**config.mk**
```make
export PLATFORM = sky130hd
export DESIGN_NAME = fpct_fold_unit
export DESIGN_NICKNAME = d
export VERILOG_FILES = /design/src/rtl/core/fenwick_prefix_combine_table_macros.svh /design/src/rtl/core/fpct_pkg.sv /design/src/rtl/core/fpct_fold_unit.sv
export SDC_FILE = /design/constraint.sdc
export NUM_CORES = 1
export LEC_CHECK = 0
export BUFFER_PORTS_ARGS = -buffer_cell sky130_fd_sc_hd__buf_2
export CAP_MARGIN = 20
export CORE_UTILIZATION = 56
export DETAILED_ROUTE_END_ITERATION = 8
export PLACE_DENSITY = 0.93
export SYNTH_ARGS = -nofsm -noshare
export SYNTH_HDL_FRONTEND = slang
export SYNTH_SLANG_ARGS = --single-unit
```
**constraint.sdc**
```tcl
create_clock -name vclk -period 3.4
set_input_delay 0 -clock vclk [all_inputs]
set_output_delay 0 -clock vclk [all_outputs]
set_load 0.005 [all_outputs]
```
**src/rtl/core/fenwick_prefix_combine_table_macros.svh**
```systemverilog
// Assertion macros shared by the prefix-combine table RTL
`ifndef FENWICK_PREFIX_COMBINE_TABLE_MACROS_SVH
`define FENWICK_PREFIX_COMBINE_TABLE_MACROS_SVH

// Same-cycle implication, disabled while in reset
`define FPCT_ASSERT_IMPL(label, clk, rst_n, ante, cons, msg) \
    label: assert property (@(posedge clk) disable iff (!rst_n) (ante) |-> (cons)) \
        else $error(msg);

// Next-cycle implication, disabled while in reset
`define FPCT_ASSERT_NEXT(label, clk, rst_n, ante, cons, msg) \
    label: assert property (@(posedge clk) disable iff (!rst_n) (ante) |=> (cons)) \
        else $error(msg);

`endif

```
**src/rtl/core/fpct_pkg.sv**
```systemverilog
// Shared constants, codes and types of the prefix-combine table
`default_nettype none

package fpct_pkg;

    // Table geometry
    localparam int TABLE_SIZE = 1024;
    localparam int ADDR_W     = $clog2(TABLE_SIZE);
    localparam int POS_W      = ADDR_W + 1;

    // Field widths
    localparam int DATA_W    = 32;
    localparam int IDX_W     = 10;
    localparam int CMD_W     = 2;
    localparam int MODE_W    = 2;
    localparam int PADDR_W   = 3;
    localparam int REG_IDX_W = 1;

    // Command codes
    localparam logic [CMD_W-1:0] CMD_UPDATE = 2'd0;
    localparam logic [CMD_W-1:0] CMD_QUERY  = 2'd1;
    localparam logic [CMD_W-1:0] CMD_CLEAR  = 2'd2;

    // Combining operator codes (unused code behaves as sum)
    localparam logic [MODE_W-1:0] OP_SUM = 2'd0;
    localparam logic [MODE_W-1:0] OP_MAX = 2'd1;
    localparam logic [MODE_W-1:0] OP_MIN = 2'd2;

    // Register indexes
    localparam logic [REG_IDX_W-1:0] REG_OP_MODE  = 1'b0;
    localparam logic [REG_IDX_W-1:0] REG_IDENTITY = 1'b1;

    typedef logic signed [DATA_W-1:0] node_t;

    // Configuration seen by the datapath
    typedef struct packed {
        logic [MODE_W-1:0] op_mode;
        node_t             identity_value;
    } cfg_t;

endpackage

`default_nettype wire

```
**src/rtl/core/fpct_fold_unit.sv**
```systemverilog
// Shared combining unit: wrapping sum, signed max or signed min
`default_nettype none

module fpct_fold_unit
    import fpct_pkg::*;
(
    input  wire logic [MODE_W-1:0] op_mode,
    input  wire node_t             a,
    input  wire node_t             b,
    output node_t                  res
);

    // Ties keep a; the unused operator code adds
    always_comb
    begin
        unique case (op_mode)
            OP_MAX:  res = (a < b) ? b : a;
            OP_MIN:  res = (b < a) ? b : a;
            default: res = a + b;
        endcase
    end

endmodule

`default_nettype wire

```
## Word level (Yosys, flattened, before mapping)

Cells that the tools add are included.

| word-level totals | value |
|---|---|
| register bits | 0 |
| input port bits | 66 |
| word-level logic and storage cells | 8 |
| output and inout port bits | 32 |

| cells by class | value |
|---|---|
| add/sub/neg operators | 1 |
| equal/unequal tests | 2 |
| multiplexer cells | 3 |
| $lt $le $gt $ge | 2 |

Operator list:

| cell | number |
|---|---|
| $lt 32x32->1 | 2 |
| $mux 32 | 2 |
| $pmux 32 s2 | 1 |
| $add 32x32->32 | 1 |
| $eq 2x1->1 const B | 1 |
| $eq 2x2->1 const B | 1 |

## Logic depth before layout (Yosys ltp)

| depth | value |
|---|---|
| depth in word-level cells | 3 |
| mapped depth | 14 |
| depth with buffers taken out | 12 |

## Worst setup path before layout

No wires, ideal clock.

| timing path | value |
|---|---|
| path kind | input port to output port |
| start | input port a[28] |
| end | output port res[2] |
| slack | 0.927 ns |
| data required time | 3.400 ns |
| arrival time | 2.473 ns |
| stages on the path | 11 |
| path buffers | 1 |
| cell sequence | inv_1 ha_1 nand4_2 or2_1 or4_4 a31oi_4 nand3b_4 buf_4 mux2_2 a221oi_1 a21oi_1 |

| between the ends | value |
|---|---|
| cells in the longest elaborated chain, start to end | 3 |
| elaborated cells on any way between the ends | 5 |
| classes of those cells | order compare: 2; mux: 3 |

Ends and longest elaborated chain:

| element | RTL line | source |
|---|---|---|
| start: declaration | fpct_fold_unit.sv:8 | `input wire node_t a,` |
| $lt 32x32->1, on equally long branches | fpct_fold_unit.sv:18, fpct_fold_unit.sv:17 |  |
| $mux 32, on equally long branches | fpct_fold_unit.sv:18, fpct_fold_unit.sv:17 |  |
| $pmux 32 s2 * | fpct_fold_unit.sv:16 | `unique case (op_mode)` |
| end: declaration | fpct_fold_unit.sv:10 | `output node_t res` |

Every way passes the cells marked *; elsewhere a longest branch is shown, timed or not.

## Worst setup path in the final report

| timing path | value |
|---|---|
| start | input port a[29] |
| end | output port res[13] |

The elaborated chain is that of the path after synthesis.

==> flow_summary.ini <==
[logic_synthesis]
synth_compound_area_share_pct = 37.4
netlist_instances = 481
synth-xor-area-share_pct = 7.77
synthDistinctLibCells = 56
synth_top_area_share_pct = 24.1
synth_fa_ha_area_share_pct = 24.6
yosysSeqAreaShare_pct = 0
yosys_warnings = 0
avgSynthCellArea_um2 = 7.03
synth_top_family_by_area = compound AO/OA/AOI/OAI gates
synth_area_leaders = ha_1, a21oi_1, inv_1
syn-num-nets = 613
synthSimpleGateAreaFrac_pct = 18.3
synth_commonest_cells = ha_1, inv_1, a21oi_1, nor2_1, xnor2_1
synth_mux_area_share_pct = 1.33
yosys.area.top_type = ha_1
netlist_area_um2 = 3380
yosysMostFrequentCell = ha_1

[min_path]
hold_depth = 4
worstHoldEndpoint = res[17]
min_path_type = in2out
holdCritStartpoint = a[17]

[grt]
grt_start_max_net_pins = 27
antenna_found_initial = 0
track_usage_pct = 29.6
grt_remaining_overflow = 0
first_global_vias = 3645
grt_pass1_wl_um = 15700

[finish]
drive_above_1_share_pct = 24.3
multi_input_area_um2 = 3050
fillerInstances = 485
ff_latch_area_um2 = 0
stdcell_area_um2 = 3910
seq_cells = 0
fin_nets = 701
diodes = 0
area_growth_pct = 15.7
fin_cells = 639
clkbuf_count = 0

[place]
hpwl_um = 7790
gp_congestion = 0.947
port_buffers = 98
dp_cells = 636
placed_area_um2 = 3870

[drt]
drtPass1Iterations = 6
drt_iter0_drc = 185
vias = 3925
routed_wl_um = 9660
ant_nets = 0
drc = 0
vias_per_cell = 6.14
wl_per_cell_um = 15.1

[timing]
setup_violations = 0
max_slew_margin_pct = 51.0
tns_ps = 0
min_period_ps = 3110
min_period_over_period_pct = 91.4
tightest_slew_ps = 726
rsz0062_at_grt = no
fmax_mhz = 322
final-hold-violation-count = 0
drv_slew = 0

[floorplan]
die_x_um = 79.7
io_pins = 98
die_area_um2 = 6350
fp-row-count = 27
initial_utilization_pct = 59.6
die_h_um = 79.7
fp.coreArea_um2 = 5680

[worst_setup_path]
path_max_fanout = 13
worstSetupPathType = in2out
startpoint = a[29]
arrival_ps = 3110
cp.required_ps = 3400
start_kind = input port
endpoint_kind = primary output

[power]
power.density_nw_per_um2 = 199
p_leak_nw = 1.89
peakVddDrop_v = 0.000100

[run]
cap_violations = 0

[cts]
cts_hold_buf = 0

[run_status]
outcome = finished clean
==> critical path, cell delays in order <==
cell      delay (ps)
buf_2            100
inv_1             60
ha_1             400
nand4_2          140
or2_1            280
or4_4            560
a31oi_4          180
nand3b_4         250
nand2_1          180
o22ai_4          590
a22oi_2           90
o21ai_1          120
buf_2            130
==> how the worst max path moves through the flow <==
stage	to	slack (ps)	depth (start not counted)
after floorplan	res[2]	930	11
after global placement	res[1]	230	13
after detailed placement	res[6]	50	13
after CTS	res[6]	30	13
after global routing	res[30]	80	14
final	res[13]	290	13
==> cells by family (layout without fill, tap and decap cells) <==
kind of cell,after synthesis,count (layout)
XOR/XNOR,30,30
AND/OR/NAND/NOR,121,121
multiplexers,4,4
buffers and inverters,82,167
adder cells (fa/ha/maj),66,66
AO/OA/AOI/OAI,178,179
==> stage by stage <==
stage	worst slack, ps	power (mW)	util (%)	hold WS, ps
after CTS	27.6	0.757	68.3	296
after global placement	228	0.727	68.3	293
after global routing	80.2	0.855	68.9	319
after detailed placement	45.3	0.753	68.3	296
after floorplan	927	0.520	-	85.0
final	291	0.779	68.9	299
==> where the power goes <==
part / internal, mW / leakage (nW) / switching (mW) / total, mW
clock: 0 / 0 / 0 / 0
sequential: 0 / 0 / 0 / 0
combinational: 0.335 / 1.89 / 0.444 / 0.779
total: 0.335 / 1.89 / 0.444 / 0.779
==> layout make-up <==
| type | instances | area share (%) |
|---|---|---|
| timing repair buffer | 105 | 13.9 |
| inverter | 62 | 5.95 |
| tap | 72 | 2.30 |
| multi-input combinational | 400 | 77.9 |
==> cell usage in the layout (no fill, tap or decap), drive strengths merged, types with 2 or more instances in the layout <==
cell	instances
inv	62
nand3	17
a31oi	3
nand4	3
o31ai	6
nor4	9
or3	2
buf	105
o41ai	2
o21bai	10
mux2	4
or2	2
or4	2
xnor2	26
nor3	8
a221o	3
nand2b	8
ha	65
a21boi	2
nor3b	2
a21o	7
xor2	4
nand2	25
o211ai	6
o21ai	40
a221oi	4
nor2	32
o22ai	2
a211oi	8
nor2b	7
a21oi	50
o221ai	4
a22oi	26
==> routing by layer <==
| metal | routed length [um] | track usage (%) | part of all wire [%] |
|---|---|---|---|
| met3 | 616 | 1.83 | 6.4 |
| met4 | 174 | 4.55 | 1.8 |
| met5 | 0 | 0 | 0 |
| met2 | 4770 | 57.0 | 49 |
| met1 | 4100 | 35.7 | 42 |
==> what timing repair did <==
action / CTS / global route
setup endpoints to repair: 0 / 26
buffers inserted: 0 / 2
gates resized for setup: 0 / 2
(Power assumes the default switching activity.)
