==> config.mk <==
export PLATFORM = sky130hd
export DESIGN_NAME = fpct_cfg_regs
export DESIGN_NICKNAME = d
export VERILOG_FILES = /design/src/rtl/core/fenwick_prefix_combine_table_macros.svh /design/src/rtl/core/fpct_pkg.sv /design/src/rtl/core/fpct_cfg_regs.sv
export SDC_FILE = /design/constraint.sdc
export NUM_CORES = 1
export LEC_CHECK = 0
export ABC_AREA = 1
export BUFFER_PORTS_ARGS = -buffer_cell sky130_fd_sc_hd__buf_2
export CELL_PAD_IN_SITES_DETAIL_PLACEMENT = 1
export CELL_PAD_IN_SITES_GLOBAL_PLACEMENT = 1
export CORE_MARGIN = 2
export CORE_UTILIZATION = 30
export DETAILED_ROUTE_END_ITERATION = 8
export PLACE_DENSITY = 0.87
export RECOVER_POWER = 25
export SYNTH_ARGS = -nofsm -noshare
export SYNTH_HDL_FRONTEND = slang
export SYNTH_SLANG_ARGS = --single-unit
==> constraint.sdc <==
create_clock -name clk -period 1.25 [get_ports clk]
set_clock_uncertainty 0.05 [all_clocks]
set_input_delay 0.25 -clock clk [delete_from_list [all_inputs] [get_ports clk]]
set_output_delay 0.25 -clock clk [all_outputs]
set_load 0.01 [all_outputs]
==> src/rtl/core/fenwick_prefix_combine_table_macros.svh <==
// Assertion macros shared by the prefix-combine table RTL
`ifndef FENWICK_PREFIX_COMBINE_TABLE_MACROS_SVH
`define FENWICK_PREFIX_COMBINE_TABLE_MACROS_SVH

// Same-cycle implication, disabled while in reset
`define FPCT_ASSERT_IMPL(label, clk, rst_n, ante, cons, msg) \
    label: assert property (@(posedge clk) disable iff (!rst_n) (ante) |-> (cons)) \
        else $error(msg);

// Next-cycle implication, disabled while in reset
`define FPCT_ASSERT_NEXT(label, clk, rst_n, ante, cons, msg) \
    label: assert property (@(posedge clk) disable iff (!rst_n) (ante) |=> (cons)) \
        else $error(msg);

`endif

==> src/rtl/core/fpct_pkg.sv <==
// Shared constants, codes and types of the prefix-combine table
`default_nettype none

package fpct_pkg;

    // Table geometry
    localparam int TABLE_SIZE = 1024;
    localparam int ADDR_W     = $clog2(TABLE_SIZE);
    localparam int POS_W      = ADDR_W + 1;

    // Field widths
    localparam int DATA_W    = 32;
    localparam int IDX_W     = 10;
    localparam int CMD_W     = 2;
    localparam int MODE_W    = 2;
    localparam int PADDR_W   = 3;
    localparam int REG_IDX_W = 1;

    // Command codes
    localparam logic [CMD_W-1:0] CMD_UPDATE = 2'd0;
    localparam logic [CMD_W-1:0] CMD_QUERY  = 2'd1;
    localparam logic [CMD_W-1:0] CMD_CLEAR  = 2'd2;

    // Combining operator codes (unused code behaves as sum)
    localparam logic [MODE_W-1:0] OP_SUM = 2'd0;
    localparam logic [MODE_W-1:0] OP_MAX = 2'd1;
    localparam logic [MODE_W-1:0] OP_MIN = 2'd2;

    // Register indexes
    localparam logic [REG_IDX_W-1:0] REG_OP_MODE  = 1'b0;
    localparam logic [REG_IDX_W-1:0] REG_IDENTITY = 1'b1;

    typedef logic signed [DATA_W-1:0] node_t;

    // Configuration seen by the datapath
    typedef struct packed {
        logic [MODE_W-1:0] op_mode;
        node_t             identity_value;
    } cfg_t;

endpackage

`default_nettype wire

==> src/rtl/core/fpct_cfg_regs.sv <==
// APB configuration registers: operator select and identity value
`default_nettype none

module fpct_cfg_regs
    import fpct_pkg::*;
(
    input  wire logic               clk,
    input  wire logic               rst_n,
    input  wire logic               psel,
    input  wire logic               penable,
    input  wire logic               pwrite,
    input  wire logic [PADDR_W-1:0] paddr,
    input  wire logic [31:0]        pwdata,
    output logic [31:0]             prdata,
    output logic                    pready,
    output cfg_t                    cfg
);

    logic [MODE_W-1:0]    op_mode_reg;
    node_t                identity_reg;
    logic                 wr_en;
    logic [REG_IDX_W-1:0] reg_idx;

    assign pready  = 1'b1;
    assign wr_en   = psel && penable && pwrite && pready;
    assign reg_idx = paddr[PADDR_W-1:2];

    // Register writes
    always_ff @(posedge clk or negedge rst_n)
    begin
        if (!rst_n)
        begin
            op_mode_reg  <= OP_SUM;
            identity_reg <= '0;
        end
        else if (wr_en)
        begin
            unique case (reg_idx)
                REG_OP_MODE:  op_mode_reg  <= pwdata[MODE_W-1:0];
                REG_IDENTITY: identity_reg <= pwdata;
                default:      op_mode_reg  <= op_mode_reg;
            endcase
        end
    end

    // Read mux
    always_comb
    begin
        unique case (reg_idx)
            REG_OP_MODE:  prdata = {{(32-MODE_W){1'b0}}, op_mode_reg};
            REG_IDENTITY: prdata = identity_reg;
            default:      prdata = '0;
        endcase
    end

    assign cfg.op_mode        = op_mode_reg;
    assign cfg.identity_value = identity_reg;

endmodule

`default_nettype wire

==> Word-level counts from Yosys, hierarchy flattened <==
Index checks and enable logic that the tools add are counted.
{ "word_totals": {"inputBits": 40, "word_cells": 8, "ff_bits": 34, "output_inout_bits": 67} }
{ "classes": {"muxes": 1, "reduce_logical": 4, "n_bitwise": 1} }
{ "op_table": {"columns": ["cell", "count"], "rows": [
  ["32-bit case mux with 2 select lines", 1],
  ["2-bit AND reduction", 2],
  ["1-bit logical AND", 2],
  ["1-bit inverter", 1]
]} }

==> Longest topological paths before layout <==
Gate-level depths: netlist (run 1).
{ "logic_depth": {"depth_word": 3, "depth_mapped": 5, "depth_no_buf": 4} }

==> Worst setup path before layout (run 1) <==
OpenSTA, ideal clock, no wires.
{ "synth_path": {"path_type": "input port to output port", "start": "input paddr[2]", "end": "output prdata[0]", "setup_slack_ns": 0.208, "required_time_ns": 0.950, "arrival_ns": 0.742, "stages": 4, "path_buffers": 2, "cell_sequence": "buf_2 > buf_2 > nand2_1 > nand2_1"} }
{ "synth_via": {"elab_chain_cells": 2} }
{ "synth_lines": {"columns": ["element", "line_no", "source"], "rows": [
  ["from (decl)", "fpct_cfg_regs.sv:12", "input wire logic [PADDR_W-1:0] paddr,"],
  ["1-bit inverter", null, null],
  ["32-bit case mux with 2 select lines *", "fpct_cfg_regs.sv:49", "unique case (reg_idx)"],
  ["to (decl)", "fpct_cfg_regs.sv:14", "output logic [31:0] prdata,"]
]} }
Every way passes the cells marked *; elsewhere a longest branch is shown, timed or not.

==> Worst setup path in the final report (run 1) <==
{ "layout_path": {"start": "register identity_reg[1]", "end": "output prdata[1]"} }
{ "layout_via": {"elab_chain_cells": 1} }
{ "layout_lines": {"columns": ["element", "line_no", "source"], "rows": [
  ["from (decl)", "fpct_cfg_regs.sv:20", "node_t identity_reg;"],
  ["from (signal assigned)", "fpct_cfg_regs.sv:40", "REG_IDENTITY: identity_reg <= pwdata;"],
  ["32-bit case mux with 2 select lines", "fpct_cfg_regs.sv:49", null]
]} }
No other way between the ends.

==> flow_metrics.env, run 1 <==
export IMPL_outcome="finished clean"
export IMPL_max_cap_viol_count=0
export IMPL_layout_commonest_cell="nand2_1"
export IMPL_place_area_sq_um=2273
export IMPL_fp_dieArea_sq_um=6084
export IMPL_cp_max_fo=3
export IMPL_ys_types=9
export IMPL_ctsRootBufferMaster="clkbuf_8"
export IMPL_port_buffers=103
export IMPL_cts_sinks=34
export IMPL_drive_gt1_frac=0.3623
export IMPL_num_antenna_cells=0
export IMPL_hold_end="identity_reg[20]"
export IMPL_p_per_area_nw_per_um2=1426
export IMPL_routedWlPerCell_um=11.91
export IMPL_die_width_um=78
export IMPL_critPathKind="flip-flop to output pin"
export IMPL_area_growth_pct=47.07
export IMPL_rsz0062_at_grt="yes"
export IMPL_whs_path_depth=3
export IMPL_worstHoldPathType="input port to flip-flop"
export IMPL_num_vias=1786
export IMPL_hpwl_um=3479
export IMPL_hold_viol_final=0
export IMPL_synth_cells=223
export IMPL_ff2ff_setup_slack_ns=0.45
export IMPL_fin_util=0.4642
export IMPL_place_ws_ns=0.03755
export IMPL_cts_tree="yes"
export IMPL_avgViaCountPerCell=4.421
export IMPL_grt_overflow_total=0
export IMPL_synth_area_top_cells="dfrtp_1 52%, nand2_1 24%, nand3_1 10%"
export IMPL_cp_start_kind="flip-flop"
export IMPL_num_rows=26
export IMPL_dr_pass1_iters=4
export IMPL_place_gp_congestion=0.7200
export IMPL_ir_drop_uv=561.0
export IMPL_grt_pass1_wl_um=8245
export IMPL_required_ns=0.95
export IMPL_pin_count=107
export IMPL_yosysTopAreaCellShare=0.5179
export IMPL_total_leakage_power_nw=1.650
export IMPL_ys_seq_elements=34
export IMPL_largest_reg_flops=32
export IMPL_postRouteAntennaNets=0
export IMPL_grt_pass1_vias=1838
export IMPL_antenna_found_initial=0
export IMPL_layout_common_cells="105 x nand2_1, 100 x buf_2, 34 x nand3_1, 34 x dfrtp_1, 32 x inv_1"
export IMPL_whs_ns=0.1471
export IMPL_grt_usage=0.1657
export IMPL_drc=0
export IMPL_ys_warn_count=0
export IMPL_fin_total_pwr_mw=3.446
export IMPL_clock_latency_ns=0.27
export IMPL_synth_nets=263
export IMPL_nets=373
export IMPL_finalWorstSetupSlack_ns=0.02066
export IMPL_yosysTopAreaCell="dfrtp_1"
export IMPL_clkSlewWorstSetupHoldPaths_ns=0.07
export IMPL_route_final_wire_length_um=4811
export IMPL_fmax_mhz=813.4
export IMPL_drtIter0Drc=63
export IMPL_finalSetupViolations=0
export IMPL_yosysSeqAreaShare=0.5179
export IMPL_initial_core_util=0.3156
export IMPL_grt_max_degree=35
export IMPL_core_area_sq_um=5205
export IMPL_finalCritPeriodShare=0.9835
export IMPL_reg2reg_to="identity_reg[7]"
export IMPL_slew_viol_final=0
export IMPL_synthesis_area_sq_um=1643
export IMPL_syn_avg_cell_area_sq_um=7.367
export IMPL_min_from="pwdata[20]"
export IMPL_fin_area_sq_um=2416
export IMPL_htree_levels=2
export IMPL_worstPathArrival_ns=0.93
export IMPL_die_h_um=78
export IMPL_timing_rr_start="identity_reg[7]"
export IMPL_finalCriticalPeriod_ns=1.229
export IMPL_reg2reg_depth=3
export IMPL_numCtsBuffers=5
export IMPL_setup_worst_path_end_class="output pin"
export IMPL_cts_buffer_depth=2
==> metal layers <==
metal	track usage	up-vias	share of wire
met2	0.3069	62	0.50
met1	0.1940	840	0.43
met4	0.03158	0	0.0035
met5	0	-	0
li1	-	882	-
met3	0.04070	2	0.063
==> per-stage QoR <==
stage	TNS [ns]	std cells
CTS	0	397
floorplan	0	223
global route	-0.3089	404
finish	0	404
detailed placement	0	388
global placement	0	388
==> where the power goes <==
part	switching, mW	internal, mW
Clock	0.379	0.596
Combinational	0.545	0.456
Sequential	0.161	1.31
==> repair_timing <==
item / CTS / global route
setup endpoints to repair: 1 / 25
pin swaps: 2 / 14
hold buffers: 1 / 0
gates resized for setup: 0 / 2
gates cloned: 0 / 0
hold endpoints to repair: 34 / 0
buffers inserted: 0 / 7
==> worst max path at each step <==
stage | start | to | cells after the start
after detailed placement | paddr[2] | prdata[28] | 5
after global placement | paddr[2] | prdata[25] | 5
after CTS | identity_reg[1] | prdata[1] | 3
after floorplan | paddr[2] | prdata[0] | 4
after global routing | identity_reg[1] | prdata[1] | 3
final | identity_reg[1] | prdata[1] | 3
==> critical path, stage by stage, from the launching register on <==
cell	delay [ns]
dfrtp_1	0.41
nand2_1	0.07
nand2_1	0.05
buf_2	0.13
==> layout make-up <==
class                   count  area, sq um
clock buffers               7        76.32
clock inverters             1        30.03
fillers                   699         2789
inverters                  32        120.1
multi-input cells         143        584.3
flip-flops and latches     34        850.8
well taps                  70        87.58
repair buffers            117        666.9
==> cells by family (layout without fill, tap and decap cells) <==
logic type,Yosys count,count (layout),synth area share
simple gates,142,142,0.3580
buf+inv,46,157,0.1219
flops,34,34,0.5179
other cells,1,1,0.002283
==> cell usage after synthesis <==
master,number
nand2_1,105
dfrtp_1,34
nand3_1,34
inv_1,32
buf_2,10
buf_4,4
nand4_1,2
conb_1,1
nor2_4,1
Note: power is estimated with default switching activity, not from simulation.
==> run 2: changes to the inputs <==
--- a/config.mk
+++ b/config.mk
@@ -10,9 +10,9 @@
 export CELL_PAD_IN_SITES_DETAIL_PLACEMENT = 1
 export CELL_PAD_IN_SITES_GLOBAL_PLACEMENT = 1
 export CORE_MARGIN = 2
-export CORE_UTILIZATION = 30
+export CORE_UTILIZATION = 28
 export DETAILED_ROUTE_END_ITERATION = 8
-export PLACE_DENSITY = 0.87
+export PLACE_DENSITY = 0.82
 export RECOVER_POWER = 25
 export SYNTH_ARGS = -nofsm -noshare
 export SYNTH_HDL_FRONTEND = slang
==> constraint.sdc (replaced) <==
create_clock -name clk -period 1.35 [get_ports clk]
set_clock_uncertainty 0.05 [all_clocks]
set_input_delay 0.27 -clock clk [delete_from_list [all_inputs] [get_ports clk]]
set_output_delay 0.27 -clock clk [all_outputs]
set_load 0.01 [all_outputs]
==> run 2 against run 1 <==
  * Combinational power decreased by 13%
  * Hold slack improved by 0.030 ns
  * Die area increased by 6.8%
  * Utilization decreased by 4.1 points
  * Critical path depth unchanged
  * Power decreased by 10%
  * Design area decreased by 2.3%
  * Sequential cell count unchanged
  * Worst setup slack improved by 0.051 ns
  * Global-route usage decreased by 0.81 points
  * Clock-buffer cell count increased by 1
  * Critical endpoint is now prdata[17]
  * Highest routed layer unchanged
==> flow_metrics.env, run 2 (synthesized netlist as in run 1, its figures left out) <==
export IMPL_path_cells="nand2_1 > inv_1 > buf_2"
export IMPL_postRouteAntennaNets=0
export IMPL_cts_setup_buffers=0
export IMPL_grt_pass1_wl_um=8031
export IMPL_fp_dieArea_sq_um=6496
export IMPL_initial_core_util=0.2947
export IMPL_hold_viol_final=0
export IMPL_fmax_mhz=782.3
export IMPL_seq_area_sq_um=850.8
export IMPL_relSlewSlack=0.5824
export IMPL_dr_pass1_iters=4
export IMPL_finalCriticalPeriod_ns=1.278
export IMPL_p_per_area_nw_per_um2=1312
export IMPL_core_area_sq_um=5574
export IMPL_route_final_wire_length_um=5001
export IMPL_max_cap_viol_count=0
export IMPL_drtIter0Drc=37
export IMPL_ctsRootBufferMaster="clkbuf_8"
export IMPL_setup_worst_path_end_class="output pin"
export IMPL_setup_tns_ns=0
export IMPL_grt_usage=0.1576
export IMPL_worst_pin_slew_ns=0.6264
export IMPL_cts_sinks=34
export IMPL_place_gp_congestion=0.6959
export IMPL_num_antenna_cells=0
export IMPL_whs_ns=0.1769
export IMPL_numCtsBuffers=5
export IMPL_worstHoldPathType="input port to flip-flop"
export IMPL_cts_buffer_depth=2
export IMPL_cp_top_family="flip-flops"
export IMPL_num_rows=27
export IMPL_clock_latency_ns=0.27
export IMPL_place_ws_ns=0.008841
export IMPL_layout_common_cells="105 x nand2_1, 103 x buf_2, 34 x nand3_1, 34 x dfrtp_1, 32 x inv_1"
export IMPL_num_vias=1753
export IMPL_required_ns=1.03
export IMPL_clkSlewWorstSetupHoldPaths_ns=0.06
export IMPL_avgViaCountPerCell=4.393
export IMPL_finalSetupViolations=0
export IMPL_multi_input_area_sq_um=591.8
export IMPL_finalCritPeriodShare=0.9469
export IMPL_cpPeakStageDelay_ns=0.41
export IMPL_ir_drop_uv=671.4
export IMPL_grt_overflow_total=0
export IMPL_crit_buf_inv=2
export IMPL_finalWorstSetupSlack_ns=0.07165
export IMPL_cts_tree="yes"
export IMPL_outcome="finished clean"
export IMPL_grt_pass1_vias=1735
export IMPL_hpwl_um=3704
export IMPL_layout_commonest_cell="nand2_1"
export IMPL_die_width_um=80.60
export IMPL_port_buffers=103
export IMPL_drive_gt1_frac=0.3609
export IMPL_critPathKind="flip-flop to output pin"
export IMPL_htree_levels=2
export IMPL_rsz0062_at_grt="no"
export IMPL_nets=366
export IMPL_drc=0
export IMPL_area_growth_pct=43.64
export IMPL_total_leakage_power_nw=1.617
export IMPL_worstPathArrival_ns=0.96
export IMPL_fillers=751
export IMPL_largest_reg_flops=32
export IMPL_grt_max_degree=37
export IMPL_antenna_found_initial=0
export IMPL_die_h_um=80.60
export IMPL_cp_max_fo=3
export IMPL_cp_slowest_cell="dfrtp_1"
export IMPL_cp_start_kind="flip-flop"
export IMPL_slew_viol_final=0
export IMPL_routedWlPerCell_um=12.53
export IMPL_pin_count=107
==> run 2: changes by cell type in the layout (fill, tap and decap cells not counted) <==
cell	delta
clkbuf_1	-3
clkbuf_8	+3
buf_2	+3
buf_4	-6
nor2_1	-1
buf_6	-1
clkbuf_2	-1
nor2_4	+1
bufinv_16	-1
buf_12	-1
==> run 2: cell type report <==
class | count | share of cell area
clock buffers | 8 | 0.04666
multi-input cells | 143 | 0.2508
repair buffers | 110 | 0.2529
flip-flops and latches | 34 | 0.3606
inverters | 32 | 0.05090
well taps | 72 | 0.03818
==> run 2: worst min-delay path, cell delays in order <==
cell	delay [ns]
buf_2	0.07
nand3_1	0.06
nand2_1	0.06
==> run 2: power breakdown <==
| part | internal, mW | switching, mW | total [mW] |
|---|---|---|---|
| registers | 1.21 | 0.152 | 1.36 |
| clock network | 0.515 | 0.343 | 0.858 |
| logic | 0.371 | 0.503 | 0.874 |
| total | 2.10 | 0.998 | 3.10 |
==> run 2: through the flow <==
stage	std cells	power (mW)	area, sq um	util
final	399	3.095	2360	0.4233
after global routing	399	3.309	2360	0.4233
after CTS	399	3.150	2371	0.4254
after detailed placement	390	2.277	2251	0.4038
after global placement	390	2.225	2251	0.4038
after floorplan	223	1.797	1643	-
==> run 2: routing by layer <==
metal,up-vias,global-route usage,part of all wire
met1,825,0.1848,0.41
met5,-,0,0
met2,58,0.2950,0.53
met4,0,0.02542,0.0026
met3,2,0.03596,0.063
li1,868,-,-
==> run 2: repair_timing <==
item,in CTS,in global routing
gates resized for setup,0,1
setup endpoints to repair,0,12
hold buffers,1,0
hold endpoints to repair,15,0
==> run 2: final timing paths <==
path                             startpoint               end  slack [ns]  cells past startpoint
max                        identity_reg[17]        prdata[17]        0.07                      3
min in group asynchronous             rst_n  identity_reg[24]        0.42                      2
max reg2reg                identity_reg[17]  identity_reg[17]        0.66                      2
max in group asynchronous             rst_n  identity_reg[21]        0.36                      3
min                              pwdata[20]  identity_reg[20]        0.18                      3
min reg2reg                identity_reg[12]  identity_reg[12]        0.45                      2
